`config.mk`:
```
export PLATFORM = sky130hd
export DESIGN_NAME = joystick_to_mouse_delta
export DESIGN_NICKNAME = d
export VERILOG_FILES = /design/src/hw/rtl/jmd_pkg.sv /design/src/hw/rtl/joystick_to_mouse_delta.sv /design/src/hw/rtl/jmd_div.sv /design/src/hw/rtl/jmd_dpath.sv /design/src/hw/rtl/jmd_ctrl.sv
export SDC_FILE = /design/constraint.sdc
export NUM_CORES = 1
export LEC_CHECK = 0
export BUFFER_PORTS_ARGS = -buffer_cell sky130_fd_sc_hd__buf_2
export CAP_MARGIN = 20
export CORE_AREA = 2 2 272 274
export DETAILED_ROUTE_END_ITERATION = 8
export DIE_AREA = 0 0 274 276
export GPL_ROUTABILITY_DRIVEN = 0
export GPL_TIMING_DRIVEN = 0
export PLACE_DENSITY = 0.42
export RECOVER_POWER = 50
export SYNTH_ARGS = -nofsm -noshare
export SYNTH_HDL_FRONTEND = slang
export SYNTH_SLANG_ARGS = --single-unit
```
`constraint.sdc`:
```
create_clock -name i_clk -period 12.3 [get_ports i_clk]
set_input_delay 1.23 -clock i_clk [delete_from_list [all_inputs] [get_ports i_clk]]
set_output_delay 1.23 -clock i_clk [all_outputs]
set_load 0.05 [all_outputs]
```
`src/hw/rtl/jmd_pkg.sv`:
```
package jmd_pkg;

    // Configuration port
    localparam int CFG_IDX_W  = 3;
    localparam int CFG_DATA_W = 16;

    typedef enum logic [CFG_IDX_W-1:0] {
        CFG_CENTER    = 3'd0,
        CFG_DEAD_BAND = 3'd1,
        CFG_LONG_MS   = 3'd2,
        CFG_WINDOW_MS = 3'd3,
        CFG_DIV_ONE   = 3'd4,
        CFG_DIV_TWO   = 3'd5,
        CFG_DIV_THREE = 3'd6
    } t_cfg_idx;

    // Register reset values
    localparam logic [11:0] RST_CENTER    = 12'd2048;
    localparam logic [9:0]  RST_DEAD_BAND = 10'd100;
    localparam logic [15:0] RST_LONG_MS   = 16'd1000;
    localparam logic [15:0] RST_WINDOW_MS = 16'd500;
    localparam logic [7:0]  RST_DIV_ONE   = 8'd5;
    localparam logic [7:0]  RST_DIV_TWO   = 8'd10;
    localparam logic [7:0]  RST_DIV_THREE = 8'd30;

    // Sensitivity levels
    localparam logic [1:0] LEVEL_ONE   = 2'd1;
    localparam logic [1:0] LEVEL_TWO   = 2'd2;
    localparam logic [1:0] LEVEL_THREE = 2'd3;

    // Axis scaling
    localparam logic [6:0] AXIS_MAX = 7'd127;

    // Shared divider: dividend register width, steps per clock, cycle counts
    localparam int W_Q       = 20;
    localparam int DIV_STEPS = 2;
    localparam int CNT_W     = 4;
    localparam logic [CNT_W-1:0] MAP_DIV_CYC = CNT_W'(W_Q / DIV_STEPS);
    localparam logic [CNT_W-1:0] SCL_DIV_CYC = CNT_W'(8 / DIV_STEPS);

    // Divide operations of one poll
    typedef enum logic [1:0] {
        OP_MAPX = 2'd0,
        OP_MAPY = 2'd1,
        OP_SCLX = 2'd2,
        OP_SCLY = 2'd3
    } t_op;

    // Controller to datapath
    typedef struct packed {
        logic load_in;
        logic decide;
        logic div_start;
        t_op  start_op;
        logic store;
        t_op  store_op;
        logic out_load;
    } t_cmd;

    // Datapath to controller
    typedef struct packed {
        logic is_cmd;
        logic blocked;
        logic div_done;
        logic has_result;
        logic out_busy;
    } t_stat;

endpackage

```
`src/hw/rtl/joystick_to_mouse_delta.sv`:
```
// Channel  | Direction | Handshake               | Payload
// ---------+-----------+-------------------------+------------------------------------------
// input    | in        | i_in_valid / o_in_ready | i_action i_time_ms i_raw_x i_raw_y
//          |           |                         | i_button_down
// result   | out       | o_out_valid/i_out_ready | o_left_click o_move_x o_move_y o_level_now
// config   | in        | i_cfg_we (no wait)      | i_cfg_idx i_cfg_data
//
// A joystick poll runs from input transfer to result load through decide, four divides on
// one shared two-bit-per-clock divider (X and Y axis mapping, then X and Y sensitivity
// scaling, each result stored as the next divide starts) and finish; the next input
// transfer can follow in the cycle after the result load.
// Host commands and blocked polls end after the decide step.
// Reset is synchronous, active low; no clearing pass is needed.
// A finished result waits in the output register while the next item is taken; the
// controller stalls only when a new result is ready and that register is still full.
module joystick_to_mouse_delta #(
    parameter int ADC_FULL_SCALE = 4095
) (
    input  logic                           i_clk,
    input  logic                           i_rst_n,
    // configuration
    input  logic                           i_cfg_we,
    input  logic [jmd_pkg::CFG_IDX_W-1:0]  i_cfg_idx,
    input  logic [jmd_pkg::CFG_DATA_W-1:0] i_cfg_data,
    // input channel
    input  logic                           i_in_valid,
    output logic                           o_in_ready,
    input  logic                           i_action,
    input  logic [31:0]                    i_time_ms,
    input  logic [11:0]                    i_raw_x,
    input  logic [11:0]                    i_raw_y,
    input  logic                           i_button_down,
    // result channel
    output logic                           o_out_valid,
    input  logic                           i_out_ready,
    output logic                           o_left_click,
    output logic signed [7:0]              o_move_x,
    output logic signed [7:0]              o_move_y,
    output logic [1:0]                     o_level_now
);
    import jmd_pkg::*;

    t_cmd  cmd;
    t_stat stat;

    // Sequencer
    jmd_ctrl u_ctrl (
        .i_clk      (i_clk),
        .i_rst_n    (i_rst_n),
        .i_in_valid (i_in_valid),
        .o_in_ready (o_in_ready),
        .i_stat     (stat),
        .o_cmd      (cmd)
    );

    // Registers, state and shared divider
    jmd_dpath #(
        .ADC_FULL_SCALE (ADC_FULL_SCALE)
    ) u_dpath (
        .i_clk         (i_clk),
        .i_rst_n       (i_rst_n),
        .i_cfg_we      (i_cfg_we),
        .i_cfg_idx     (i_cfg_idx),
        .i_cfg_data    (i_cfg_data),
        .i_action      (i_action),
        .i_time_ms     (i_time_ms),
        .i_raw_x       (i_raw_x),
        .i_raw_y       (i_raw_y),
        .i_button_down (i_button_down),
        .i_out_ready   (i_out_ready),
        .o_out_valid   (o_out_valid),
        .o_left_click  (o_left_click),
        .o_move_x      (o_move_x),
        .o_move_y      (o_move_y),
        .o_level_now   (o_level_now),
        .i_cmd         (cmd),
        .o_stat        (stat)
    );

endmodule

```
`src/hw/rtl/jmd_div.sv`:
```
module jmd_div #(
    parameter int W_D = 12
) (
    input  logic                      i_clk,
    input  logic                      i_rst_n,
    input  logic                      i_start,
    input  logic [jmd_pkg::W_Q-1:0]   i_dividend,
    input  logic [W_D-1:0]            i_divisor,
    input  logic [jmd_pkg::CNT_W-1:0] i_cycles,
    output logic                      o_done,
    output logic [jmd_pkg::W_Q-1:0]   o_quot
);
    import jmd_pkg::*;

    logic             r_busy;
    logic             r_done;
    logic [CNT_W-1:0] r_cnt;
    logic [W_D-1:0]   r_den;
    logic [W_D-1:0]   r_rem;
    logic [W_Q-1:0]   r_quo;
    logic [W_D-1:0]   n_rem;
    logic [W_Q-1:0]   n_quo;
    logic [W_D-1:0]   rem;
    logic [W_Q-1:0]   quo;
    logic [W_D:0]     sh;

    // Restoring division, DIV_STEPS quotient bits per clock
    always_comb begin
        rem = r_rem;
        quo = r_quo;
        sh  = '0;
        for (int k = 0; k < DIV_STEPS; k++) begin
            sh  = {rem, quo[W_Q-1]};
            quo = {quo[W_Q-2:0], 1'b0};
            if (sh >= {1'b0, r_den}) begin
                sh     = sh - {1'b0, r_den};
                quo[0] = 1'b1;
            end
            rem = sh[W_D-1:0];
        end
        n_rem = rem;
        n_quo = quo;
    end

    // Control
    always_ff @(posedge i_clk) begin
        if (!i_rst_n) begin
            r_busy <= 1'b0;
            r_done <= 1'b0;
            r_cnt  <= '0;
        end else if (i_start) begin
            r_busy <= 1'b1;
            r_done <= 1'b0;
            r_cnt  <= i_cycles;
        end else if (r_busy) begin
            r_cnt <= r_cnt - 1'b1;
            if (r_cnt == CNT_W'(1)) begin
                r_busy <= 1'b0;
                r_done <= 1'b1;
            end
        end
    end

    // Operands
    always_ff @(posedge i_clk) begin
        if (i_start) begin
            r_den <= i_divisor;
            r_rem <= '0;
            r_quo <= i_dividend;
        end else if (r_busy) begin
            r_rem <= n_rem;
            r_quo <= n_quo;
        end
    end

    assign o_done = r_done;
    assign o_quot = r_quo;

endmodule

```
`src/hw/rtl/jmd_dpath.sv`:
```
module jmd_dpath #(
    parameter int ADC_FULL_SCALE = 4095
) (
    input  logic                           i_clk,
    input  logic                           i_rst_n,
    // configuration
    input  logic                           i_cfg_we,
    input  logic [jmd_pkg::CFG_IDX_W-1:0]  i_cfg_idx,
    input  logic [jmd_pkg::CFG_DATA_W-1:0] i_cfg_data,
    // input payload
    input  logic                           i_action,
    input  logic [31:0]                    i_time_ms,
    input  logic [11:0]                    i_raw_x,
    input  logic [11:0]                    i_raw_y,
    input  logic                           i_button_down,
    // result channel
    input  logic                           i_out_ready,
    output logic                           o_out_valid,
    output logic                           o_left_click,
    output logic signed [7:0]              o_move_x,
    output logic signed [7:0]              o_move_y,
    output logic [1:0]                     o_level_now,
    // controller link
    input  jmd_pkg::t_cmd                  i_cmd,
    output jmd_pkg::t_stat                 o_stat
);
    import jmd_pkg::*;

    localparam int FS_W = $clog2(ADC_FULL_SCALE + 1);
    localparam int W_D  = (FS_W > 12) ? FS_W : 12;
    localparam int W_S  = W_D + 2;

    // Configuration registers
    logic [11:0] r_center;
    logic [9:0]  r_dead;
    logic [15:0] r_long;
    logic [15:0] r_window;
    logic [7:0]  r_div1;
    logic [7:0]  r_div2;
    logic [7:0]  r_div3;

    // Captured poll
    logic        r_action;
    logic [31:0] r_time;
    logic [11:0] r_raw_x;
    logic [11:0] r_raw_y;
    logic        r_btn;

    // Persistent state
    logic [31:0] r_cmd_time;
    logic [1:0]  r_level;
    logic        r_prev_btn;
    logic [31:0] r_press_start;
    logic        r_stepped;

    // Intermediate results
    logic [6:0]  r_jx_mag;
    logic        r_jx_neg;
    logic [6:0]  r_jy_mag;
    logic        r_jy_neg;
    logic [6:0]  r_mx_mag;
    logic [6:0]  r_my_mag;

    // Output register
    logic        r_out_valid;
    logic        r_out_click;
    logic [7:0]  r_out_x;
    logic [7:0]  r_out_y;
    logic [1:0]  r_out_level;

    logic                 blocked;
    logic                 long_held;
    logic [11:0]          raw;
    logic [12:0]          s_hi;
    logic signed [13:0]   lo;
    logic signed [W_S-1:0] den_hi;
    logic                 den_hi_ok;
    logic [11:0]          mag;
    logic                 map_neg;
    logic                 map_ok;
    logic [W_D-1:0]       map_den;
    logic [18:0]          prod;
    logic [7:0]           lvl_div;
    logic [W_Q-1:0]       dividend;
    logic [W_D-1:0]       divisor;
    logic [CNT_W-1:0]     cycles;
    logic                 div_done;
    logic [W_Q-1:0]       quot;
    logic [6:0]           quot_sat;
    logic                 has_motion;
    logic                 has_click;
    logic [7:0]           mx;
    logic [7:0]           my;

    // Configuration writes
    always_ff @(posedge i_clk) begin
        if (!i_rst_n) begin
            r_center <= RST_CENTER;
            r_dead   <= RST_DEAD_BAND;
            r_long   <= RST_LONG_MS;
            r_window <= RST_WINDOW_MS;
            r_div1   <= RST_DIV_ONE;
            r_div2   <= RST_DIV_TWO;
            r_div3   <= RST_DIV_THREE;
        end else if (i_cfg_we) begin
            case (i_cfg_idx)
                CFG_CENTER:    r_center <= i_cfg_data[11:0];
                CFG_DEAD_BAND: r_dead   <= i_cfg_data[9:0];
                CFG_LONG_MS:   r_long   <= i_cfg_data;
                CFG_WINDOW_MS: r_window <= i_cfg_data;
                CFG_DIV_ONE:   r_div1   <= i_cfg_data[7:0];
                CFG_DIV_TWO:   r_div2   <= i_cfg_data[7:0];
                CFG_DIV_THREE: r_div3   <= i_cfg_data[7:0];
                default: ;
            endcase
        end
    end

    // Input capture
    always_ff @(posedge i_clk) begin
        if (i_cmd.load_in) begin
            r_action <= i_action;
            r_time   <= i_time_ms;
            r_raw_x  <= i_raw_x;
            r_raw_y  <= i_raw_y;
            r_btn    <= i_button_down;
        end
    end

    // Wrapping time compares
    assign blocked   = (r_time - r_cmd_time) < {16'd0, r_window};
    assign long_held = (r_time - r_press_start) >= {16'd0, r_long};

    // Command time, button tracking and level stepping
    always_ff @(posedge i_clk) begin
        if (!i_rst_n) begin
            r_cmd_time    <= '0;
            r_level       <= LEVEL_TWO;
            r_prev_btn    <= 1'b0;
            r_press_start <= '0;
            r_stepped     <= 1'b0;
        end else if (i_cmd.decide) begin
            if (r_action) begin
                r_cmd_time <= r_time;
            end else if (!blocked) begin
                if (r_btn && !r_prev_btn) begin
                    r_press_start <= r_time;
                    r_stepped     <= 1'b0;
                end else if (r_btn && !r_stepped && long_held) begin
                    r_level   <= (r_level == LEVEL_THREE) ? LEVEL_ONE : r_level + 2'd1;
                    r_stepped <= 1'b1;
                end
                r_prev_btn <= r_btn;
            end
        end
    end

    // Axis mapping operands: deadzone, sign and denominator
    assign raw       = (i_cmd.start_op == OP_MAPX) ? r_raw_x : r_raw_y;
    assign s_hi      = {1'b0, r_center} + {3'b000, r_dead};
    assign lo        = $signed({2'b00, r_center}) - $signed({4'b0000, r_dead});
    assign den_hi    = W_S'(ADC_FULL_SCALE) - W_S'(r_center) - W_S'(r_dead);
    assign den_hi_ok = !den_hi[W_S-1] && (den_hi != '0);

    always_comb begin
        mag     = '0;
        map_neg = 1'b0;
        map_ok  = 1'b0;
        map_den = W_D'(1);
        if ({1'b0, raw} > s_hi) begin
            mag     = 12'(({1'b0, raw} - s_hi));
            map_ok  = den_hi_ok;
            map_den = den_hi[W_D-1:0];
        end else if (!lo[13] && ($signed({2'b00, raw}) < lo)) begin
            mag     = 12'(lo - $signed({2'b00, raw}));
            map_neg = 1'b1;
            map_ok  = 1'b1;
            map_den = W_D'(lo[11:0]);
        end
    end

    // mag * 127
    assign prod = {mag, 7'd0} - {7'd0, mag};

    // Level divisor, zero treated as one
    always_comb begin
        unique case (r_level)
            LEVEL_ONE: lvl_div = r_div1;
            LEVEL_TWO: lvl_div = r_div2;
            default:   lvl_div = r_div3;
        endcase
        if (lvl_div == 8'd0) begin
            lvl_div = 8'd1;
        end
    end

    // Divider operand select
    always_comb begin
        unique case (i_cmd.start_op)
            OP_MAPX, OP_MAPY: begin
                dividend = map_ok ? {1'b0, prod} : '0;
                divisor  = map_ok ? map_den : W_D'(1);
                cycles   = MAP_DIV_CYC;
            end
            OP_SCLX: begin
                dividend = {1'b0, r_jx_mag, {(W_Q-8){1'b0}}};
                divisor  = W_D'(lvl_div);
                cycles   = SCL_DIV_CYC;
            end
            default: begin
                dividend = {1'b0, r_jy_mag, {(W_Q-8){1'b0}}};
                divisor  = (r_level == LEVEL_THREE) ? W_D'(lvl_div) : W_D'({lvl_div, 2'b00});
                cycles   = SCL_DIV_CYC;
            end
        endcase
    end

    jmd_div #(
        .W_D (W_D)
    ) u_div (
        .i_clk      (i_clk),
        .i_rst_n    (i_rst_n),
        .i_start    (i_cmd.div_start),
        .i_dividend (dividend),
        .i_divisor  (divisor),
        .i_cycles   (cycles),
        .o_done     (div_done),
        .o_quot     (quot)
    );

    // Saturate mapped magnitude to 127
    assign quot_sat = (|quot[W_Q-1:7]) ? AXIS_MAX : quot[6:0];

    // Store divide results; mapping sign kept beside its magnitude
    always_ff @(posedge i_clk) begin
        if (i_cmd.div_start && (i_cmd.start_op == OP_MAPX)) begin
            r_jx_neg <= map_neg;
        end
        if (i_cmd.div_start && (i_cmd.start_op == OP_MAPY)) begin
            r_jy_neg <= map_neg;
        end
        if (i_cmd.store) begin
            case (i_cmd.store_op)
                OP_MAPX: r_jx_mag <= quot_sat;
                OP_MAPY: r_jy_mag <= quot_sat;
                OP_SCLX: r_mx_mag <= quot[6:0];
                default: r_my_mag <= quot[6:0];
            endcase
        end
    end

    // Result formation
    assign mx         = r_jx_neg ? 8'd0 - {1'b0, r_mx_mag} : {1'b0, r_mx_mag};
    assign my         = r_jy_neg ? 8'd0 - {1'b0, r_my_mag} : {1'b0, r_my_mag};
    assign has_motion = (r_mx_mag != 7'd0) || (r_my_mag != 7'd0);
    assign has_click  = r_btn && !r_stepped;

    // Output register
    always_ff @(posedge i_clk) begin
        if (!i_rst_n) begin
            r_out_valid <= 1'b0;
        end else if (i_cmd.out_load) begin
            r_out_valid <= 1'b1;
        end else if (i_out_ready) begin
            r_out_valid <= 1'b0;
        end
    end

    always_ff @(posedge i_clk) begin
        if (i_cmd.out_load) begin
            r_out_click <= !has_motion;
            r_out_x     <= has_motion ? mx : 8'd0;
            r_out_y     <= has_motion ? my : 8'd0;
            r_out_level <= r_level;
        end
    end

    assign o_out_valid  = r_out_valid;
    assign o_left_click = r_out_click;
    assign o_move_x     = $signed(r_out_x);
    assign o_move_y     = $signed(r_out_y);
    assign o_level_now  = r_out_level;

    // Status
    assign o_stat.is_cmd     = r_action;
    assign o_stat.blocked    = blocked;
    assign o_stat.div_done   = div_done;
    assign o_stat.has_result = has_motion || has_click;
    assign o_stat.out_busy   = r_out_valid && !i_out_ready;

endmodule

```
`src/hw/rtl/jmd_ctrl.sv`:
```
module jmd_ctrl (
    input  logic           i_clk,
    input  logic           i_rst_n,
    input  logic           i_in_valid,
    output logic           o_in_ready,
    input  jmd_pkg::t_stat i_stat,
    output jmd_pkg::t_cmd  o_cmd
);
    import jmd_pkg::*;

    typedef enum logic [2:0] {
        S_IDLE,
        S_DECIDE,
        S_MAPX,
        S_MAPY,
        S_SCLX,
        S_SCLY,
        S_FIN
    } t_state;

    t_state r_state;
    t_state n_state;

    // Next state and commands
    always_comb begin
        n_state         = r_state;
        o_cmd           = '0;
        o_cmd.start_op  = OP_MAPX;
        o_cmd.store_op  = OP_MAPX;
        unique case (r_state)
            S_IDLE: begin
                if (i_in_valid) begin
                    o_cmd.load_in = 1'b1;
                    n_state       = S_DECIDE;
                end
            end
            S_DECIDE: begin
                o_cmd.decide = 1'b1;
                if (i_stat.is_cmd || i_stat.blocked) begin
                    n_state = S_IDLE;
                end else begin
                    o_cmd.div_start = 1'b1;
                    o_cmd.start_op  = OP_MAPX;
                    n_state         = S_MAPX;
                end
            end
            S_MAPX: begin
                if (i_stat.div_done) begin
                    o_cmd.store     = 1'b1;
                    o_cmd.store_op  = OP_MAPX;
                    o_cmd.div_start = 1'b1;
                    o_cmd.start_op  = OP_MAPY;
                    n_state         = S_MAPY;
                end
            end
            S_MAPY: begin
                if (i_stat.div_done) begin
                    o_cmd.store     = 1'b1;
                    o_cmd.store_op  = OP_MAPY;
                    o_cmd.div_start = 1'b1;
                    o_cmd.start_op  = OP_SCLX;
                    n_state         = S_SCLX;
                end
            end
            S_SCLX: begin
                if (i_stat.div_done) begin
                    o_cmd.store     = 1'b1;
                    o_cmd.store_op  = OP_SCLX;
                    o_cmd.div_start = 1'b1;
                    o_cmd.start_op  = OP_SCLY;
                    n_state         = S_SCLY;
                end
            end
            S_SCLY: begin
                if (i_stat.div_done) begin
                    o_cmd.store    = 1'b1;
                    o_cmd.store_op = OP_SCLY;
                    n_state        = S_FIN;
                end
            end
            S_FIN: begin
                if (!i_stat.has_result) begin
                    n_state = S_IDLE;
                end else if (!i_stat.out_busy) begin
                    o_cmd.out_load = 1'b1;
                    n_state        = S_IDLE;
                end
            end
            default: n_state = S_IDLE;
        endcase
    end

    // State register
    always_ff @(posedge i_clk) begin
        if (!i_rst_n) begin
            r_state <= S_IDLE;
        end else begin
            r_state <= n_state;
        end
    end

    assign o_in_ready = (r_state == S_IDLE);

endmodule
```
==> impl_metrics.toml, run 1 <==
[synth]
async_flop_share_pct = 0
synth_area_leaders = "edfxtp_1 (19%), dfxtp_1 (16%), ha_1 (11%)"
ys_types = 88
ys_seq_elements = 307
yosysMostFrequentCell = "nand2_1"
synth_edf_count = 139
synthTopCellsByCount = "nand2_1 (314), inv_1 (207), ha_1 (194)"
syn_area_mm2 = 0.02157
synth_ff_type = "dfxtp_1"
yosysSeqAreaShare_pct = 34.95
yosys.area.top_type_share_pct = 19.35
synth_nets = 2750
synth_warnings = 0
synthesis.instances = 2466
synth_area_per_cell_um2 = 8.746
synth_top_cell_by_area = "edfxtp_1"

[placement]
dpl.hpwl_mm = 52.04
io_buffers = 99

[floorplanning]
num_io_pins = 103
rows = 99
start_util_pct = 29.71
coreArea_mm2 = 0.07259
die_area_mm2 = 0.07562
chipWidth_um = 274
die_h_um = 276

[timing]
fin_skew_ns = 0.01787
fin_crit_ns = 9.461
fmax_ghz = 0.1057
rsz0062_at_grt = "no"
whs_ns = 0.4615
slew_headroom_pct = -52.35
min_period_over_period_pct = 76.92
tightestPinTransition_ns = 2.285
setup_tns_ns = 0
setup_viol = 0
timing.final.max_slew_violations = 62
hold_violations = 0

[global_routing]
grt_use_met3_pct = 2.041
use_met2_pct = 30.04
grtUsageMet1_pct = 21.42
grt_pass1_vias = 18010
grt_max_degree = 34
grt_pass1_wl_mm = 101.9
grt-ovfl-total = 0
antenna_found_initial = 0
grt.total_usage_pct = 17.12
grt.busiest_layer = "met2"

[power_and_ir_drop]
power_leakage_uw = 0.009522
powerDensity_mw_per_mm2 = 153.6
p_sw_share_pct = 36.11
vdd_ir_drop_max_v = 0.0001119
power_frac_comb_pct = 36.8
power.switching_uw = 1365
internal_power_uw = 2416
p_clk_share_pct = 31.9
power_frac_seq_pct = 31.3

[detailed_routing]
ant_nets = 0
wl_per_cell_um = 18.25
drt-initial-drc-count = 858
drt-total-wl_mm = 65.73
vias = 17910
first_pass_iters = 5
remaining_drc_errors = 0
avgViaCountPerCell = 4.974

[setup_path]
rrSetupSlack_ns = 2.84
reg2reg_from = "u_dpath.r_my_mag[5]"
arrival_ns = 9.78
worst_path_max_delay_cell = "nor4_1"
rr_worst_depth = 31
critical_path.startpoint_type = "register"
slowest_delay_ns = 0.71
cp-end-kind = "register"
crit_required_ns = 12.62
worstPathMaxFanout = 10
r2r_end = "u_dpath.u_div.o_quot[17]"
crit_type = "reg2reg"

[outcome]
violations = "capacitance limit, slew limit"
outcome = "finished, violations left"

[job]
drv_cap = 2

[clock_network]
cts_setup_buffers = 0
insertion_delay_ns = 0.57
root_buffer = "clkbuf_16"
numCtsBuffers = 41
ctsHoldBuffers = 0
h-tree-depth = 2
clkSinkCount = 307
clk_pin_slew_ns = 0.06
cts_resized = 0
cts.path.max_buffers = 3
cts_tree = "built"

[min_path]
min_delay_path_depth = 2
hp-start = "u_dpath.r_cmd_time[19]"
worstHoldEndpoint = "u_dpath.r_cmd_time[19]"
hp-class = "reg2reg"

[final_layout]
final_nets = 2894
syn2layout_area_growth_pct = 14.13
antennaDiodeCount = 0
drive_gt1_share_pct = 8.781
fillers = 7695
fin_util_pct = 33.91
[cell type report]
cell class | count | area [um2] | area share (%)
flip-flops and latches | 307 | 7537 | 30.62
inverters | 212 | 795.8 | 3.233
well taps | 959 | 1200 | 4.875
clock buffers | 58 | 1171 | 4.758
multi-input cells | 1849 | 12810 | 52.05
clock inverters | 17 | 165.2 | 0.6710
plain buffers | 98 | 426.7 | 1.733
repair buffers | 101 | 508.0 | 2.064
[metrics by stage]
step / instance area [um2] / total power [uW] / setup slack [ns] / std cells
floorplan: 21570 / 2209 / 5.188 / 2466
global placement: 23260 / 2575 / 2.740 / 3524
detailed placement: 23310 / 2592 / 2.738 / 3526
CTS: 24640 / 3832 / 2.725 / 3601
global route: 24610 / 4030 / 2.077 / 3601
finish: 24610 / 3781 / 2.839 / 3601
[sequential cells by signal (all words and copies together) (netlist names), 16 cells and up]
signal                 flops
u_dpath.r_cmd_time        32
u_dpath.r_press_start     32
u_dpath.r_time            32
u_dpath.u_div.o_quot      20
u_dpath.r_long            16
u_dpath.r_window          16
[power by group through the flow]
| stage | Clock, uW | Sequential [uW] | Combinational, uW |
|---|---|---|---|
| CTS | 1250 | 1180 | 1400 |
| global placement | 0 | 1210 | 1370 |
| finish | 1210 | 1180 | 1390 |
| floorplan | 0 | 1180 | 1020 |
| global route | 1290 | 1190 | 1550 |
| detailed placement | 0 | 1200 | 1390 |
[critical path, delay by kind of cell (launching register included)]
| family | cells | cell delay, ns |
|---|---|---|
| AOI/OAI and AO/OA | 17 | 4.17 |
| and+or+nand+nor | 6 | 2.22 |
| buffers and inverters | 3 | 0.92 |
| muxes | 2 | 0.64 |
| adders and majority gates | 2 | 0.63 |
| DFF | 1 | 0.41 |
| xor gates and xnor gates | 1 | 0.21 |
[cells by family after synthesis]
| group | synth area share (%) |
|---|---|
| buffers and inverters | 5.668 |
| flip-flops | 34.95 |
| multiplexers | 4.496 |
| adder cells (fa/ha/maj) | 12.00 |
| XOR/XNOR | 4.832 |
| AND/OR/NAND/NOR | 17.37 |
| AO/OA/AOI/OAI | 20.69 |
[routing by layer]
layer	routed length, um	vias to the layer above
met5	0	-
met4	2269	0
met3	2101	106
met2	32010	300
met1	29340	8400
li1	-	9105
[cells in the final DEF, fill, tap and decap left out, drive strengths merged, types with 20 or more instances in the layout]
| cell | count |
|---|---|
| ha | 194 |
| o211ai | 30 |
| nand2b | 34 |
| xnor2 | 82 |
| a21o | 40 |
| o21ai | 87 |
| a21boi | 96 |
| a22oi | 20 |
| a21oi | 140 |
| buf | 112 |
| xor2 | 37 |
| nor3 | 52 |
| edfxtp | 139 |
| dfxtp | 168 |
| inv | 211 |
| a211oi | 37 |
| nor2b | 60 |
| o21bai | 20 |
| nor2 | 151 |
| mux2 | 26 |
| o21a | 32 |
| clkbuf | 145 |
| nand4 | 28 |
| mux2i | 62 |
| nand2 | 315 |
| nand3 | 50 |
[how the worst max path moves through the flow]
| stage | from | cells after the start | to | slack (ns) |
|---|---|---|---|---|
| CTS | u_dpath.r_my_mag[5] | 31 | u_dpath.u_div.o_quot[17] | 2.72 |
| detailed placement | u_dpath.r_my_mag[5] | 31 | u_dpath.u_div.o_quot[17] | 2.74 |
| floorplan | i_out_ready | 27 | u_dpath.u_div.o_quot[17] | 5.19 |
| global route | u_dpath.r_my_mag[5] | 31 | u_dpath.u_div.o_quot[18] | 2.08 |
| global placement | u_dpath.r_my_mag[5] | 31 | u_dpath.u_div.o_quot[17] | 2.74 |
| finish | u_dpath.r_my_mag[5] | 31 | u_dpath.u_div.o_quot[17] | 2.84 |
Note: power is estimated with default switching activity, not from simulation.
==> run 2, diff against run 1 <==
ABC_AREA = 1   (was default)
CORE_AREA = 2 2 274 276   (was 2 2 272 274)
DIE_AREA = 0 0 276 278   (was 0 0 274 276)
PLACE_DENSITY = 0.43   (was 0.42)
clock period = 9.1 ns   (was 12.3 ns; I/O delays follow)
==> impl_metrics.toml, run 2 <==
[clock_network]
h-tree-depth = 2
clkSinkCount = 307
cts_resized = 0
cts_tree = "built"
ctsHoldBuffers = 0
root_buffer = "clkbuf_16"
clk_pin_slew_ns = 0.06
insertion_delay_ns = 0.59
numCtsBuffers = 40
cts_setup_buffers = 0
cts.path.max_buffers = 3

[setup_path]
cp-end-kind = "register"
slowest_delay_ns = 0.42
worst_path_max_delay_cell = "nor2_1"
crit_type = "reg2reg"
critical_path.startpoint_type = "register"
worstPathMaxFanout = 11
crit_top_cell = "nand2_1"
crit_required_ns = 9.43
arrival_ns = 6.99

[timing]
timing.final.max_slew_violations = 0
tightestPinTransition_ns = 1.058
setup_tns_ns = 0
fmax_ghz = 0.1502
min_period_over_period_pct = 73.17
fin_skew_ns = 0.03068
slew_headroom_pct = 28.91
setup_viol = 0
fin_crit_ns = 6.659
hold_violations = 0
rsz0062_at_grt = "no"

[final_layout]
antennaDiodeCount = 0
reg_top3 = "u_dpath.r_cmd_time: 32 flops, u_dpath.r_press_start: 32 flops, u_dpath.r_time: 32 flops"
final_nets = 3451
final_cell_mix = "nand2_1 (611), inv_1 (458), nor2_1 (346)"
design_area_mm2 = 0.02502
drive_gt1_share_pct = 7.976
syn2layout_area_growth_pct = 14.09
layout_commonest_cell = "nand2_1"

[detailed_routing]
first_pass_iters = 7
remaining_drc_errors = 5
ant_nets = 0
wl_per_cell_um = 17.24
drt-initial-drc-count = 1136
avgViaCountPerCell = 4.825
vias = 20100
drt-total-wl_mm = 71.81

[synth]
yosysSeqAreaShare_pct = 34.37
synth_top_cell_by_area = "edfxtp_1"
ys_seq_elements = 307
synthesis.instances = 3015
ys_types = 67
yosysMostFrequentCell = "nand2_1"
synth_warnings = 0
syn_area_mm2 = 0.02193
synth_area_leaders = "edfxtp_1 (19%), dfxtp_1 (15%), ha_1 (11%)"
yosys.area.top_type_share_pct = 19.03
synth_area_per_cell_um2 = 7.274
async_flop_share_pct = 0
synth_ff_type = "dfxtp_1"
synthTopCellsByCount = "nand2_1 (611), inv_1 (457), nor2_1 (347)"
synth_edf_count = 139
synth_nets = 3299

[power_and_ir_drop]
power_leakage_uw = 0.01129
vdd_ir_drop_max_v = 0.0001493
total_power_uw = 6002
powerDensity_mw_per_mm2 = 239.9

[floorplanning]
rows = 100
num_io_pins = 103
die_area_mm2 = 0.07673
chipWidth_um = 276
coreArea_mm2 = 0.07382
start_util_pct = 29.71
die_h_um = 278

[min_path]
hp-class = "reg2reg"

[placement]
dpl.hpwl_mm = 58.83
placed_cell_area_mm2 = 0.02374
io_buffers = 101

[global_routing]
grt_max_degree = 30
antenna_found_initial = 0
grt.total_usage_pct = 18.48
grt_pass1_wl_mm = 111.8
grt_pass1_vias = 19880
grt-ovfl-total = 0

[outcome]
outcome = "finished, violations left"
violations = "DRC"

[job]
drv_cap = 0
-- run 2: path summary, 6_finish.rpt --
check	from	cells after the start	slack, ns	endpoint
hold / removal	u_dpath.r_div3[7]	2	0.45	u_dpath.r_div3[7]
setup / recovery	u_ctrl.r_state[2]	36	2.44	u_dpath.u_div.o_quot[18]
setup reg to reg	u_ctrl.r_state[2]	36	2.44	u_dpath.u_div.o_quot[18]
hold reg to reg	u_dpath.r_div3[7]	2	0.45	u_dpath.r_div3[7]
-- run 2: critical path: cells and delay by family, from the launching register on --
| kind | cells | cell delay [ns] |
|---|---|---|
| AO/OA/AOI/OAI | 4 | 0.69 |
| adder cells (fa/ha/maj) | 2 | 0.75 |
| buffers and inverters | 9 | 1.69 |
| flip-flops | 1 | 0.36 |
| AND/OR/NAND/NOR | 21 | 2.91 |
-- run 2: per-layer routing --
| layer | routed length, um | up-vias | GRT usage, % |
|---|---|---|---|
| li1 | - | 10270 | - |
| met1 | 33430 | 9377 | 24.06 |
| met2 | 34380 | 381 | 32.54 |
| met3 | 2550 | 77 | 2.107 |
| met4 | 1450 | 0 | 4.568 |
| met5 | 0 | - | 0 |
-- run 2: power breakdown --
group	internal [uW]	total, uW	leakage [uW]	switching, uW
clock network	925	1580	0.000628	659
logic	923	2710	0.00805	1780
registers	1610	1710	0.00262	99.0
-- run 2: metrics by stage --
stage / utilization (%) / setup WS [ns] / cells / hold slack [ns]
floorplan: - / 3.658 / 3015 / 0.4236
global placement: 32.04 / 0.3698 / 4085 / 0.4349
detailed placement: 32.16 / 2.314 / 4092 / 0.4423
CTS: 33.95 / 2.275 / 4164 / 0.4505
global route: 33.90 / 1.745 / 4166 / 0.4754
finish: 33.90 / 2.441 / 4166 / 0.4543
-- run 2: final cells by class --
class                           count  area [um2]
Inverter                          470        1768
Multi-Input combinational cell   2174       12260
Clock buffer                       50        1100
Buffer                             64       360.3
Tap cell                          969        1212
Clock inverter                     22       225.2
Fill cell                        7958       48800
Timing Repair Buffer              110       555.5
Sequential cell                   307        7537
-- run 2: logic make-up after synthesis --
| family | count (synthesis) | share of synthesized area, % |
|---|---|---|
| flip-flops | 307 | 34.37 |
| AO/OA/AOI/OAI | 609 | 15.48 |
| AND/OR/NAND/NOR | 1252 | 24.18 |
| buffers and inverters | 534 | 9.727 |
| adder cells (fa/ha/maj) | 202 | 11.80 |
| XOR/XNOR | 109 | 4.353 |
| multiplexers | 2 | 0.09128 |
